===== config.mk =====
export PLATFORM = sky130hd
export DESIGN_NAME = scms_front
export DESIGN_NICKNAME = d
export VERILOG_FILES = /design/src/hdl/scms_pkg.sv /design/src/hdl/scms_front.sv
export SDC_FILE = /design/constraint.sdc
export NUM_CORES = 1
export LEC_CHECK = 0
export ABC_AREA = 0
export BUFFER_PORTS_ARGS = -buffer_cell sky130_fd_sc_hd__buf_2
export CAP_MARGIN = 15
export CORE_MARGIN = 3
export CORE_UTILIZATION = 46
export CTS_CLUSTER_SIZE = 40
export DETAILED_ROUTE_END_ITERATION = 16
export GPL_ROUTABILITY_DRIVEN = 0
export PLACE_DENSITY_LB_ADDON = 0.3
export SYNTH_ARGS = -nofsm -noshare
export SYNTH_HDL_FRONTEND = slang
export SYNTH_SLANG_ARGS = --single-unit

===== constraint.sdc =====
create_clock -name clock -period 2.2 [get_ports clock]
set_clock_uncertainty 0.15 [all_clocks]
set_input_delay 0.44 -clock clock [delete_from_list [all_inputs] [get_ports clock]]
set_output_delay 0.44 -clock clock [all_outputs]
set_load 0.03 [all_outputs]

===== src/hdl/scms_pkg.sv =====
package scms_pkg;

   localparam int unsigned WORD_W  = 32;
   localparam int unsigned LOW_W   = 10;
   localparam int unsigned COL_W   = 10;
   localparam int unsigned FEAT_W  = 4;
   localparam int unsigned MAXROWS = 4;
   localparam logic [WORD_W-1:0] ALL_ONES = '1;
   localparam logic [WORD_W-1:0] LOW_MASK = WORD_W'((1 << LOW_W) - 1);

   typedef enum logic {
      KIND_INSERT = 1'b0,
      KIND_QUERY  = 1'b1
   } kind_type;

   typedef struct packed {
      kind_type                        kind;
      logic [MAXROWS-1:0][COL_W-1:0]   cols;
   } cmd_type;

   typedef struct packed {
      logic [WORD_W-1:0] estimate;
      logic [FEAT_W-1:0] feature_increment;
      logic              applied;
   } rsp_type;

   typedef enum logic [1:0] {
      ST_CLEAR,
      ST_IDLE,
      ST_READ,
      ST_WRITE
   } state_type;

endpackage


===== src/hdl/scms_front.sv =====
module scms_front import scms_pkg::*; (
   input  logic          clock,
   input  logic          reset,
   input  logic          req_valid,
   output logic          req_stall,
   input  cmd_type       req_cmd,
   output logic          q_valid,
   input  logic          q_take,
   output cmd_type       q_cmd
);

   cmd_type    buf_ff [2];
   logic [1:0] cnt_ff, cnt_in;
   logic       wp_ff, rp_ff;
   logic       push, pop;

   assign req_stall = (cnt_ff == 2'd2);
   assign push      = req_valid && !req_stall;
   assign q_valid   = (cnt_ff != 2'd0);
   assign pop       = q_valid && q_take;
   assign q_cmd     = buf_ff[rp_ff];

   always_comb begin
      cnt_in = cnt_ff;
      if (push && !pop) cnt_in = cnt_ff + 2'd1;
      else if (pop && !push) cnt_in = cnt_ff - 2'd1;
   end

   always_ff @(posedge clock) begin
      if (reset) begin
         cnt_ff <= '0;
         wp_ff  <= 1'b0;
         rp_ff  <= 1'b0;
      end else begin
         cnt_ff <= cnt_in;
         if (push) wp_ff <= !wp_ff;
         if (pop) rp_ff <= !rp_ff;
      end
      if (push) buf_ff[wp_ff] <= req_cmd;
   end

endmodule


======== Word level (Yosys, flattened, before mapping) ========
Memory sizes are Yosys's and may differ from the RTL's. A register that Yosys moved wholly into a read port is not among the register bits.
Index checks and enable logic that the tools add are counted.
word-level totals
  register bits after elaboration ......... 4
  bits in writable memories ............... 82
  logic and storage cells ................. 24
  memories kept ........................... 1
  bits of input ports ..................... 45
memory list
  memory  depth  bits a word  read ports  clocked after memory_dff  write ports  line              source
  buf_ff  2      41           1           1                         1            scms_front.sv:12  cmd_type buf_ff [2];
operators by class
  multiplexer cells ....................... 6
  add/subtract/negate cells ............... 2
  eq/ne operators ......................... 1
  reductions and logical operators ........ 11
operators by type and width
  operator                                          number
  zero test 1 bit                                   5
  logical AND 1 bit                                 4
  two-way mux 1 bit                                 4
  two-way mux 2 bit                                 2
  nonzero test 2 bit                                2
  adder 2 x 1 -> 2 bit, second input constant       1
  == test 2 bit, second input constant              1
  subtractor 2 x 1 -> 2 bit, second input constant  1

======== Logic depth before layout (Yosys ltp) ========
Gate-level depths: netlist (run 1).
  word-level depth ........................ 7
  gate-level depth with buffers ........... 6

======== Worst setup path before layout (run 1) ========
OpenSTA, ideal clock, no wires.
  kind .................................... register -> register
  start ................................... register cnt_ff[1]
  end ..................................... memory buf_ff[0][0] in the netlist's numbering (enable)
  buffers on the path ..................... 0
  stages on the path, launching flop included .. 4
  clock period less this slack ............ 2.228 ns
  setup slack ............................. -0.028 ns
  setup time .............................. 0.395 ns
  data arrival time ....................... 1.682 ns
  cells stage by stage .................... dfxtp_1 nor2b_2 or3_1 inv_1
between the ends
  word-level cells in the longest chain between the ends .. 5
RTL lines
  element                                  line              source
  start, declared                          scms_front.sv:13  logic [1:0] cnt_ff, cnt_in;
  start signal, assigned                   scms_front.sv:35  cnt_ff <= cnt_in;
  == test 2 bit                            scms_front.sv:17  assign req_stall = (cnt_ff == 2'd2);
  net req_stall                            scms_front.sv:5   output logic req_stall,
  zero test 1 bit                          scms_front.sv:18  assign push = req_valid && !req_stall;
  logical AND 1 bit                        scms_front.sv:18
  two-way mux 1 bit                        scms_front.sv:39  if (push) buf_ff[wp_ff] <= req_cmd;
  two-way mux 1 bit (not written as such)  scms_front.sv:39
  end, declared                            scms_front.sv:12
The timed path passes the listed nets, and every way through them passes these cells.

==> flow_metrics.py, run 1 <==
metrics = {
    "yosys": {
        "synthFlopType": "edfxtp_1",
        "synth_edf_count": 82,
        "yosysWarningCount": 0,
        "synth_fp_nets": 199,
        "synth_area_leader_cell": "edfxtp_1",
        "ys_ff_latch": 87,
        "syn-cell-area_um2": 3170,
        "ys_seq_area_share_pct": 80.9,
        "synth_cell_types": 15,
        "syn_inst": 153,
        "syn_avg_cell_area_um2": 20.7,
        "synth.area.top_cells": "edfxtp_1, mux2_2, dfxtp_1",
        "synth_most_common_cell": "edfxtp_1",
        "async_flop_share_pct": 0,
        "synth_common_cells": "edfxtp_1, mux2_2, buf_2, dfxtp_1, nor2_1",
        "yosysTopAreaCellShare_pct": 77.7,
    },
    "finish": {
        "diodes": 0,
        "area_delta_synth_final_pct": 23.4,
        "fillCellCount": 494,
        "layout.nets": 297,
        "drive_gt1_share_pct": 57.6,
    },
    "grt": {
        "grt_pass1_wl_mm": 8.04,
        "busiest_layer": "met2",
        "grt_pass1_vias": 1722,
        "track_usage_pct": 14.0,
        "overflow": 0,
        "use_met2_pct": 24.0,
        "grt_max_degree": 42,
        "grt_util_met1_pct": 15.6,
        "antenna_found_initial": 0,
        "use_met3_pct": 4.06,
    },
    "hold_path": {
        "worst_hold_path_type": "primary input to flop",
    },
    "timing": {
        "worst_slew_pin_slew_ns": 0.324,
        "slew_headroom_pct": 78.2,
        "setup-tns-final_ns": 0,
        "grt_setup_unrepaired": "false",
        "period_needed_ns": 2.08,
        "hold_viol_final": 0,
        "drv_slew": 0,
        "layout_setup_ws_ns": 0.123,
        "fin_crit_sh_pct": 94.4,
        "fmax_mhz": 481,
        "setup_viol": 0,
    },
    "drt": {
        "viasPerCell": 4.94,
        "first_pass_iters": 3,
        "wirelength_mm": 5.27,
        "drt_iter0_drc": 61,
        "remaining_drc_errors": 0,
        "ant_nets": 0,
        "avgRoutedWirePerCell_um": 15.9,
        "vias": 1640,
    },
    "power_and_ir_drop": {
        "power_switching_mw": 1.57,
        "leakage_nw": 1.47,
        "pwr-share-seq_pct": 45.4,
        "vdd_drop_max_mv": 0.717,
        "intPower_mw": 3.15,
        "netSwitchingFraction_pct": 33.3,
        "clockPowerShare_pct": 21.5,
        "combPwrFrac_pct": 33.1,
        "powerDensity_nw_per_um2": 1210,
    },
    "clock_tree": {
        "cts.repair.resized": 0,
        "ctsHoldBuffers": 0,
        "cts_inserted_buffers": 9,
        "cts_tree": "built",
        "root_buffer": "clkbuf_8",
        "cts_sinks": 87,
        "h-tree-depth": 3,
        "clk_pin_slew_ns": 0.08,
        "cts_buffer_depth": 2,
        "clk_latency_ns": 0.33,
        "post_cts_buffers": 0,
    },
    "die": {
        "die_h_um": 89.0,
        "start_util_pct": 48.8,
        "die-area_um2": 7920,
        "core-area_um2": 6490,
        "die_x_um": 89.0,
        "ios": 88,
        "core.rowCount": 29,
    },
    "placed_design": {
        "place_ws_ns": 0.325,
        "hpwl_mm": 3.57,
        "port_buffers": 87,
    },
    "run_status": {
        "status": "complete, no violations",
    },
    "worst_setup_path": {
        "crit_required_ns": 1.61,
        "crit_fanout": 41,
        "end_kind": "output pin",
        "critPathKind": "flop to output pin",
        "arrival_ns": 1.49,
        "worstSetupStartpointType": "flop",
        "rrSetupSlack_ns": 0.43,
    },
    "run": {
        "maxCapViolCount": 0,
    },
}
## worst paths after layout
check	from	endpoint	cells after the start
setup / recovery	flop	q_cmd[3]	3
hold reg to reg	rp_ff$_SDFFE_PP0P_	rp_ff$_SDFFE_PP0P_	2
setup reg to reg	cnt_ff[0]$_SDFFE_PP0P_	buf_ff[0][1]$_DFFE_PP_	4
hold / removal	req_cmd[14]	buf_ff[0][14]$_DFFE_PP_	1
## final cells by class
cell class,instances,area (um^2),share of cell area [%]
clock inverter,5,50.0,1.28
sequential,87,2560,65.6
multi-input combinational,59,576,14.7
clock buffer,10,128,3.26
inverter,2,11.3,0.288
tap,77,96.3,2.46
timing repair buffer,92,485,12.4
## state kept, by name, indices dropped and copies added (netlist names), named ones only
register and flops:
buf_ff 82, cnt_ff 2, wp_ff 1, rp_ff 1
## power groups by stage
stage | combinational, mW | sequential (mW) | clock [mW]
after floorplan | 1.15 | 2.16 | 0
after CTS | 1.59 | 2.15 | 1.05
after detailed placement | 1.59 | 2.19 | 0
final | 1.56 | 2.14 | 1.01
after global placement | 1.57 | 2.17 | 0
after global routing | 1.67 | 2.17 | 1.12
## logic make-up (layout without fill, tap and decap cells)
family / after synthesis / count (layout) / share of synthesized area, %
AOI/OAI and AO/OA: 5 / 5 / 0.789
DFF: 87 / 87 / 80.9
adders and majority gates: 1 / 1 / 0.395
and+or+nand+nor: 9 / 9 / 1.54
muxes: 41 / 41 / 14.6
xor gates and xnor gates: 3 / 3 / 0.829
buffers and inverters: 7 / 109 / 1.03
## worst max-delay path, stage by stage (launching register included)
cell,delay (ns)
dfxtp_2,0.34
buf_12,0.23
mux2_2,0.38
buf_2,0.18
## metal layers
metal	up-vias	wire length, um
li1	786	-
met1	791	2140
met2	53	2680
met3	10	323
met4	0	123
met5	-	0
## per-stage QoR
stage | utilization [%] | area (um^2) | instances | power, mW | hold slack [ns]
finish | 60.2 | 3910 | 332 | 4.72 | 0.134
global route | 60.2 | 3910 | 332 | 4.95 | 0.113
CTS | 60.2 | 3910 | 332 | 4.79 | 0.114
detailed placement | 57.5 | 3730 | 317 | 3.77 | 0.351
global placement | 57.5 | 3730 | 317 | 3.74 | 0.326
floorplan | - | 3170 | 153 | 3.32 | 0.302
## cells in the final DEF, fill, tap and decap left out
cell type,synthesis,layout
clkinv_2,0,1
buf_4,0,4
mux2_2,38,38
buf_12,0,1
clkinv_1,0,2
buf_2,5,87
clkbuf_8,0,9
a21oi_1,2,2
xor2_1,3,3
clkinvlp_4,0,2
or3_1,2,2
bufinv_16,0,1
dfxtp_2,0,1
dfxtp_1,5,4
nor2_1,4,4
clkbuf_1,0,1
inv_1,2,1
mux2_1,3,3
o21ai_0,3,3
or2_2,1,1
edfxtp_1,82,82
and2_2,0,1
nor2b_2,1,1
ha_1,1,1
Note: power is estimated with default switching activity, not from simulation.
==> inputs of run 2 (changes only) <==
--- a/config.mk
+++ b/config.mk
@@ -8,8 +8,10 @@
 export ABC_AREA = 0
 export BUFFER_PORTS_ARGS = -buffer_cell sky130_fd_sc_hd__buf_2
 export CAP_MARGIN = 15
+export CELL_PAD_IN_SITES_DETAIL_PLACEMENT = 0
+export CELL_PAD_IN_SITES_GLOBAL_PLACEMENT = 1
 export CORE_MARGIN = 3
-export CORE_UTILIZATION = 46
+export CORE_UTILIZATION = 39
 export CTS_CLUSTER_SIZE = 40
 export DETAILED_ROUTE_END_ITERATION = 16
 export GPL_ROUTABILITY_DRIVEN = 0
==> flow_metrics.py, run 2 (synthesis results as in run 1) <==
metrics = {
    "timing": {
        "fin_crit_sh_pct": 93.3,
        "layout_setup_ws_ns": 0.148,
        "hold_viol_final": 0,
        "slew_headroom_pct": 74.2,
        "drv_slew": 0,
        "period_needed_ns": 2.05,
        "setup_viol": 0,
        "setup-tns-final_ns": 0,
        "fmax_mhz": 487,
        "grt_setup_unrepaired": "false",
        "worst_slew_pin_slew_ns": 0.386,
    },
    "clock_tree": {
        "cts_tree": "built",
        "cts_inserted_buffers": 9,
        "clk_latency_ns": 0.34,
        "clk_pin_slew_ns": 0.09,
        "cts_sinks": 87,
        "cts.repair.resized": 0,
        "post_cts_buffers": 0,
        "cts_buffer_depth": 2,
        "h-tree-depth": 3,
        "ctsHoldBuffers": 0,
        "root_buffer": "clkbuf_8",
    },
    "worst_setup_path": {
        "crit_fanout": 13,
        "critPathKind": "flop to output pin",
        "end_kind": "output pin",
        "worstRegToRegCells": 4,
        "worstSetupStartpointType": "flop",
        "arrival_ns": 1.46,
        "crit_required_ns": 1.61,
    },
    "finish": {
        "regMostFlops": "buf_ff",
        "area_delta_synth_final_pct": 24.6,
        "final_common_cell": "buf_2",
        "stdcell_count": 359,
        "diodes": 0,
        "final_core_util_pct": 50.6,
        "drive_gt1_share_pct": 58.0,
        "largest_reg_flops": 82,
        "layout.nets": 298,
        "final_cell_mix": "buf_2, edfxtp_1, mux2_2",
        "largestRegisters": "buf_ff: 82 flops, cnt_ff: 2 flops",
    },
    "placed_design": {
        "dp_cells": 343,
        "hpwl_mm": 3.49,
        "port_buffers": 87,
        "place_ws_ns": 0.418,
    },
    "drt": {
        "drt_iter0_drc": 60,
        "viasPerCell": 4.52,
        "vias": 1624,
        "remaining_drc_errors": 0,
        "wirelength_mm": 5.26,
        "first_pass_iters": 2,
        "ant_nets": 0,
        "avgRoutedWirePerCell_um": 14.7,
    },
    "run_status": {
        "status": "complete, no violations",
    },
    "grt": {
        "track_usage_pct": 11.4,
        "overflow": 0,
        "grt_pass1_wl_mm": 7.62,
        "antenna_found_initial": 0,
        "grt_pass1_vias": 1557,
        "grt_max_degree": 29,
    },
    "hold_path": {
        "worst_hold_path_type": "primary input to flop",
        "whs_path_depth": 1,
    },
    "power_and_ir_drop": {
        "leakage_nw": 1.47,
        "powerDensity_nw_per_um2": 1180,
        "finalPower_mw": 4.66,
        "vdd_drop_max_mv": 0.619,
    },
    "run": {
        "maxCapViolCount": 0,
    },
    "die": {
        "start_util_pct": 40.6,
        "core-area_um2": 7810,
        "die-area_um2": 9240,
        "core.rowCount": 32,
        "ios": 88,
        "die_x_um": 96.1,
        "die_h_um": 96.1,
    },
}
-- run 2: layout make-up --
cell class,instances,area (um^2)
Clock inverter,5,35.0
Sequential cell,87,2560
Tap cell,102,128
Timing Repair Buffer,93,505
Clock buffer,11,131
Fill cell,683,3860
Inverter,2,11.3
Multi-Input combinational cell,59,576
-- run 2: routing by layer --
layer / vias up / GRT usage, % / part of all wire (%)
li1: 789 / - / -
met1: 771 / 14.8 / 44
met2: 54 / 17.4 / 49
met3: 10 / 2.74 / 5.9
met4: 0 / 6.40 / 1.9
met5: - / 0 / 0
-- run 2: worst max-delay path: stages (launching register included) --
cell and delay, ns:
dfxtp_2 0.35, buf_4 0.22, mux2_2 0.37, buf_2 0.18
-- run 2: power by group --
part	leakage [nW]	internal, mW	switching [mW]
clock network	0.0732	0.409	0.524
logic	0.589	0.576	1.00
registers	0.807	2.08	0.0633
-- run 2: through the flow --
step / hold slack [ns] / cell area, um^2
3_5_place_dp: 0.333 / 3780
6_report: 0.128 / 3950
2_1_floorplan: 0.302 / 3170
5_1_grt: 0.107 / 3950
3_3_place_gp: 0.325 / 3780
4_1_cts: 0.106 / 3950
-- run 2: path summary, 6_finish.rpt --
kind                            slack (ns)                       to                   start
worst min-delay path                  0.13  buf_ff[0][19]$_DFFE_PP_             req_cmd[19]
worst min register to register        0.34       wp_ff$_SDFFE_PP0N_      wp_ff$_SDFFE_PP0N_
worst max-delay path                  0.15                q_cmd[22]                    flop
worst max register to register        0.51   cnt_ff[1]$_SDFFE_PP0P_  cnt_ff[0]$_SDFFE_PP0P_
==> inputs of run 3 (changes only) <==
--- a/config.mk
+++ b/config.mk
@@ -12,10 +12,11 @@
 export CELL_PAD_IN_SITES_GLOBAL_PLACEMENT = 1
 export CORE_MARGIN = 3
 export CORE_UTILIZATION = 39
+export CTS_BUF_LIST = sky130_fd_sc_hd__clkbuf_8 sky130_fd_sc_hd__clkbuf_16
 export CTS_CLUSTER_SIZE = 40
 export DETAILED_ROUTE_END_ITERATION = 16
 export GPL_ROUTABILITY_DRIVEN = 0
-export PLACE_DENSITY_LB_ADDON = 0.3
+export PLACE_DENSITY_LB_ADDON = 0.1
 export SYNTH_ARGS = -nofsm -noshare
 export SYNTH_HDL_FRONTEND = slang
 export SYNTH_SLANG_ARGS = --single-unit
==> flow_metrics.py, run 3 (synthesis results as in run 1) <==
metrics = {
    "worst_setup_path": {
        "critPathKind": "flop to output pin",
        "rrSetupSlack_ns": 0.50,
        "crit_fanout": 15,
        "arrival_ns": 1.49,
        "end_kind": "output pin",
        "crit_required_ns": 1.61,
        "worstSetupStartpointType": "flop",
        "worstRegToRegCells": 4,
        "rr_startpoint": "cnt_ff[1]$_SDFFE_PP0P_",
        "timing.rr.end": "buf_ff[0][34]$_DFFE_PP_",
    },
    "timing": {
        "drv_slew": 0,
        "grt_setup_unrepaired": "false",
        "whs_ns": 0.141,
        "setup_viol": 0,
        "hold_viol_final": 0,
        "worst_slew_pin_slew_ns": 0.326,
        "fmax_mhz": 481,
        "period_needed_ns": 2.08,
        "fin_crit_sh_pct": 94.5,
        "setup-tns-final_ns": 0,
        "slew_headroom_pct": 78.0,
    },
    "hold_path": {
        "whs_path_depth": 1,
        "min_to": "buf_ff[0][33]$_DFFE_PP_",
        "min_from": "req_cmd[33]",
        "worst_hold_path_type": "primary input to flop",
    },
    "die": {
        "start_util_pct": 40.6,
        "die-area_um2": 9240,
        "die_h_um": 96.1,
        "core-area_um2": 7810,
        "ios": 88,
        "core.rowCount": 32,
        "die_x_um": 96.1,
    },
    "grt": {
        "antenna_found_initial": 0,
        "grt_max_degree": 42,
        "track_usage_pct": 11.5,
        "grt_pass1_vias": 1619,
        "grt_pass1_wl_mm": 7.78,
        "overflow": 0,
    },
    "finish": {
        "regMostFlops": "buf_ff",
        "largest_reg_flops": 82,
        "area_delta_synth_final_pct": 25.3,
        "fillCellCount": 671,
        "final_common_cell": "buf_2",
        "layout.nets": 297,
        "fin_area_um2": 3970,
        "diodes": 0,
        "largestRegisters": "buf_ff: 82 flops, cnt_ff: 2 flops",
        "final_cell_mix": "buf_2, edfxtp_1, mux2_2",
        "drive_gt1_share_pct": 58.6,
        "stdcell_count": 358,
    },
    "run": {
        "maxCapViolCount": 0,
    },
    "clock_tree": {
        "cts_tree": "built",
        "root_buffer": "clkbuf_8",
        "clk_pin_slew_ns": 0.09,
        "post_cts_buffers": 0,
        "h-tree-depth": 3,
        "cts.repair.resized": 0,
        "cts_buffer_depth": 2,
        "clk_latency_ns": 0.33,
        "cts_inserted_buffers": 9,
        "cts_sinks": 87,
        "ctsHoldBuffers": 0,
    },
    "drt": {
        "vias": 1618,
        "drt_iter0_drc": 70,
        "remaining_drc_errors": 0,
        "first_pass_iters": 3,
        "viasPerCell": 4.52,
        "avgRoutedWirePerCell_um": 14.6,
        "ant_nets": 0,
        "wirelength_mm": 5.24,
    },
    "placed_design": {
        "hpwl_mm": 3.37,
        "dp_cells": 342,
        "port_buffers": 87,
        "placed_area_um2": 3780,
    },
    "power_and_ir_drop": {
        "pwr-share-seq_pct": 44.8,
        "vdd_drop_max_mv": 0.508,
        "leakage_nw": 1.49,
        "power_switching_mw": 1.61,
        "combPwrFrac_pct": 33.0,
        "clockPowerShare_pct": 22.2,
        "intPower_mw": 3.18,
        "powerDensity_nw_per_um2": 1210,
        "netSwitchingFraction_pct": 33.7,
    },
    "run_status": {
        "status": "complete, no violations",
    },
}
==> run 3: through the flow <==
step | utilization (%) | power, mW | setup WS (ns)
after CTS | 50.9 | 4.87 | 0.0839
final | 50.9 | 4.79 | 0.120
after floorplan | - | 3.32 | 0.147
after global routing | 50.9 | 5.05 | 0.0525
after detailed placement | 48.4 | 3.79 | 0.397
after global placement | 48.4 | 3.79 | 0.405
==> run 3: critical path: stages (launching register included) <==
cell and delay, ns:
dfxtp_2 0.36, buf_4 0.24, mux2_2 0.37, buf_2 0.18
==> run 3: area by class of cell <==
cell class | instances | area [um^2] | area share, %
Clock buffer | 9 | 124 | 3.12
Inverter | 2 | 11.3 | 0.283
Tap cell | 102 | 128 | 3.21
Multi-Input combinational cell | 59 | 576 | 14.5
Sequential cell | 87 | 2560 | 64.5
Clock inverter | 7 | 72.6 | 1.83
Timing Repair Buffer | 92 | 498 | 12.5
==> run 3: how the worst max path moves through the flow <==
stage                     depth (start not counted)                    from  slack (ns)                 endpoint
after floorplan                                   3  cnt_ff[1]$_SDFFE_PP0P_        0.15   buf_ff[0][0]$_DFFE_PP_
after global placement                            5               req_valid        0.40  buf_ff[0][27]$_DFFE_PP_
after detailed placement                          5               req_valid        0.40  buf_ff[0][21]$_DFFE_PP_
after CTS                                         3                    flop        0.08                 q_cmd[3]
after global routing                              3                    flop        0.05                q_cmd[36]
final                                             3                    flop        0.12                 q_cmd[3]
==> run 3: routing by layer <==
| layer | wire length (um) | vias to the layer above | track usage (%) | share of wire, % |
|---|---|---|---|---|
| met3 | 379 | 8 | 3.13 | 7.2 |
| li1 | - | 788 | - | - |
| met1 | 2200 | 768 | 14.2 | 42 |
| met4 | 54 | 0 | 5.33 | 1.0 |
| met2 | 2600 | 54 | 19.0 | 50 |
| met5 | 0 | - | 0 | 0 |
==> run 3: power by group through the flow <==
stage	Clock [mW]	Combinational, mW	Sequential, mW
after detailed placement	0	1.60	2.18
after CTS	1.11	1.61	2.15
after floorplan	0	1.15	2.16
final	1.06	1.58	2.14
after global routing	1.19	1.69	2.17
after global placement	0	1.61	2.18
